<file path="src/design/r2y_ram.sv">
// ----------------------------------------------------------------------------
// r2y_ram
// Generic simple dual-port RAM: one write port, one read port, registered read.
// ----------------------------------------------------------------------------
`default_nettype none

module r2y_ram #(
  parameter int WIDTH = 8,
  parameter int DEPTH = 16
) (
  input  wire logic                     clk,
  input  wire logic                     we,
  input  wire logic [$clog2(DEPTH)-1:0] waddr,
  input  wire logic [WIDTH-1:0]         wdata,
  input  wire logic                     re,
  input  wire logic [$clog2(DEPTH)-1:0] raddr,
  output logic      [WIDTH-1:0]         rdata
);

  logic [WIDTH-1:0] mem [DEPTH];

  // write port
  always_ff @(posedge clk) begin
    if (we) begin
      mem[waddr] <= wdata;
    end
  end

  // registered read, holds when not enabled
  always_ff @(posedge clk) begin
    if (re) begin
      rdata <= mem[raddr];
    end
  end

endmodule

`default_nettype wire

</file>
<file path="config.mk">
export PLATFORM = sky130hd
export DESIGN_NAME = r2y_ram
export DESIGN_NICKNAME = d
export VERILOG_FILES = /design/src/design/r2y_ram.sv
export SDC_FILE = /design/constraint.sdc
export NUM_CORES = 1
export LEC_CHECK = 0
export ABC_CLOCK_PERIOD_IN_PS = 2000
export BUFFER_PORTS_ARGS = -buffer_cell sky130_fd_sc_hd__clkbuf_2
export CAP_MARGIN = 20
export CORE_ASPECT_RATIO = 1.1
export CORE_MARGIN = 1.5
export CORE_UTILIZATION = 38
export CTS_BUF_LIST = sky130_fd_sc_hd__clkbuf_8
export CTS_CLUSTER_SIZE = 28
export DETAILED_ROUTE_END_ITERATION = 6
export GPL_TIMING_DRIVEN = 0
export SETUP_SLACK_MARGIN = 0.5
export SLEW_MARGIN = 20
export SYNTH_ARGS = -nofsm -noshare
export SYNTH_HDL_FRONTEND = slang
export SYNTH_SLANG_ARGS = --single-unit
</file>
<file path="constraint.sdc">
create_clock -name clk -period 2 [get_ports clk]
set_input_delay 0.1 -clock clk [delete_from_list [all_inputs] [get_ports clk]]
set_output_delay 0.1 -clock clk [all_outputs]
set_load 0.1 [all_outputs]
</file>
==> impl_summary.txt <==
----------------------------------------------------
[Logic synthesis]
  Multiplexer fraction of the synthesized cell area ... 14.8%
  Area contributors post-synth ... edfxtp_1 (78%), mux4_2 (7.8%), mux4_1 (7.0%)
  Cell Area, Synth ... 0.00523 mm²
  Adder and majority cell fraction of the synthesized area ... 0%
  Share of the synthesized area in the top cell type ... 78.1%
  Most common flop cell mapped by yosys ... edfxtp_1
  Fraction of the mapped netlist area in compound gates ... 2.30%
  Register bit total from synthesis ... 136
  Combinational family with the most area after synthesis ... multiplexers
  Syn nets ... 248
  Xor/xnor cell area share of the yosys netlist ... 0%
  Asr flop ratio synth ... 0%
  Synth Area in Simple Gates ... 3.14%
  Warnings, synthesis ... 0
  Top post-synthesis cells by count ... edfxtp_1 (136), mux4_2 (18), a22oi_1 (16)
  Post-synth EDFFs ... 136
  Seq/Total Area, Yosys ... 78.1%
  Most repeated cell in the gate-level netlist after synthesis ... edfxtp_1
  Post-synth top area cell ... edfxtp_1
  Library cells used by synthesis ... 18
  Per-instance average area after synthesis ... 22.8 µm²
  Number of standard cells after synthesis ... 229

[Timing]
  Final setup skew ... 0.00881 ns
  Achievable frequency ... 661 MHz
  Min Clock Period, post-route ... 1.51 ns
  Final Max Tran Viols ... 0
  Final count of hold timing violations ... 0
  Number of setup violations in the final report ... 0
  Worst slew pin tran ... 0.886 ns
  Post-route setup slack ... 0.487 ns
  Final-layout setup total negative slack ... 0 ns
  Tightest hold margin ... 0.0283 ns
  Slew Limit Headroom ... 40.7%
  Tcrit/Tclk final ... 75.6%
  Setup repair after global routing missed its margin ... true

[Layout]
  Area growth from synthesis to layout ... 14.2%
  Fill cells ... 1184
  Number of nets in the layout ... 292
  Fraction of layout instances using a drive strength above 1 ... 34.2%
  Number of antenna diodes ... 0

[Power]
  Combinational power share ... 7.4%
  Power density over the cells ... 944 mW/mm²
  Net Sw Frac ... 21.9%
  Switching power ... 0.00123 W
  Leakage power summed over all cells ... 1.92 nW
  Total chip power ... 0.00563 W
  Cell internal power dissipation ... 0.00440 W
  Share of total power in sequential cells ... 57.2%
  Worst vdd rail ir drop ... 371 µV
  Clk pwr share ... 35.4%

[CTS]
  Clock latency at the later pin of the worst-skew pair ... 0.42 ns
  Cts bufs inserted ... 17
  Clock tree from TritonCTS ... yes
  Clock-pin slew reported for the worst setup and hold paths after clock tree synthesis ... 0.07 ns
  Total clock sinks ... 136
  CTS max path bufs ... 2
  Master cell of the clock root buffer ... clkbuf_8
  Hold-fix buffers, CTS ... 0
  H-tree level count ... 4

[Drt]
  Average vias per placed instance ... 5.13
  Wire length per cell after detailed routing ... 21.6 µm
  Wire length reported by the detailed router ... 10100 µm
  Initial DRC count ... 175
  Detailed route wirelength on metal2 ... 5140 µm
  Remaining DRCs ... 0
  Via total after detailed routing ... 2402
  Number of detailed-route iterations in the first pass ... 4
  Detailed route wirelength on metal3 ... 536 µm
  Top metal layer carrying routed signals ... met4
  Met1 Routed Length ... 4300 µm
  Remaining antenna violation count after routing ... 0

[Min path]
  Hold crit path type ... in -> reg

[Flow run]
  MaxCap Viol Count ... 0

[Critical path]
  Slowest stage cell on the critical path ... mux4_2
  Top cell family by delay on the critical path ... multiplexers
  Crit path required time ... 2.17 ns
  Highest fanout seen on the critical path ... 1
  Endpoint type of the worst setup path ... flip-flop
  Nature of the critical path startpoint ... flip-flop
  Largest incremental delay on the critical path ... 0.52 ns
  Worst path buffer plus inverter count ... 0
  Cells along the critical path ... mux4_2, a22oi_2, nand2_1
  Crit path DAT ... 1.68 ns
  Critical setup path kind ... reg -> reg

[GRT]
  Vias in the first global route ... 2464
  All-Layer GR Usage ... 15.4%
  Residual overflow from global routing ... 0
  Global-route wire length before repair ... 15100 µm
  Number of antenna violations at the first check in global routing ... 0
  Pin count of the biggest net entering global routing ... 17

[Floorplan]
  I/O pin count ... 27
  Vertical die dimension ... 126 µm
  Effective utilization at floorplan ... 39.2%
  Placeable core region ... 0.0133 mm²
  Die area ... 0.0145 mm²
  Overall die width ... 115 µm
  Num rows ... 44

[Place]
  HPWL after DPL ... 6540 µm
  Worst Setup Slack post-DPL ... 0.229 ns
  # port buffers ... 25
  Final RePlAce weighted congestion ... 0.785

[Status]
  Run status ... complete, no violations

----------------------------------------------------
## path summary, 6_finish.rpt
check                           startpoint       end  slack, ns  depth (start not counted)
worst max-delay path             mem[3][7]  rdata[7]       0.49                          3
worst min-delay path                    re  rdata[4]       0.03                          1
worst max register to register   mem[3][7]  rdata[7]       0.49                          3
worst min register to register  mem[15][1]  rdata[1]       0.78                          3
## power groups by stage
stage | Sequential (W) | Combinational (W) | Clock [W]
floorplan | 0.00338 | 0.000162 | 0
global placement | 0.00328 | 0.000400 | 0
detailed placement | 0.00329 | 0.000408 | 0
CTS | 0.00323 | 0.000422 | 0.00203
global route | 0.00323 | 0.000443 | 0.00216
finish | 0.00322 | 0.000416 | 0.00199
## worst reg2reg max path: stages (launching register included)
cell,delay [ns]
edfxtp_1,0.39
mux4_2,0.52
a22oi_2,0.23
nand2_1,0.12
## through the flow
stage / area [µm²] / util [%] / instances
after floorplan: 5230 / - / 229
after global placement: 5590 / 41.9 / 438
after detailed placement: 5600 / 42.1 / 438
after CTS: 5980 / 44.9 / 468
after global routing: 5970 / 44.8 / 468
final: 5970 / 44.8 / 468
## sequential cells by signal, indices dropped and copies added (netlist names)
name / cells
mem: 128
rdata: 8
## layout by cell type (no fill, tap or decap), drive strengths merged
cell type,instances
a22oi,16
and2,1
and2b,1
buf,7
bufinv,2
clkbuf,42
clkdlybuf4s25,3
clkinv,9
clkinvlp,2
edfxtp,136
mux4,32
nand2,9
nand2b,2
nand3,1
nand3b,2
nor2,13
nor2b,1
nor3,4
or3b,1
## routing by layer
layer / up-vias / global-route usage (%)
met1: 1256 / 19.7
li1: 1063 / -
met4: 0 / 5.81
met3: 7 / 5.39
met2: 76 / 24.3
met5: - / 0
## cell families after synthesis
logic type | count (synthesis)
DFF | 136
and+or+nand+nor | 35
muxes | 32
AOI/OAI and AO/OA | 16
buffers and inverters | 10
## layout make-up
cell class	instances	area, µm²	share of cell area [%]
Tap cell	184	230	3.86
Clock buffer	17	234	3.92
Timing Repair Buffer	25	125	2.10
Multi-Input combinational cell	83	1090	18.3
Clock inverter	13	114	1.91
Buffer	10	86.3	1.45
Sequential cell	136	4080	68.4
## timing repair
item / 4_1_cts / 5_1_grt
setup buffers: 0 / 0
gates resized for setup: 11 / 3
pin swaps: 3 / 4
setup endpoints to repair: 8 / 6
(Power assumes the default switching activity.)
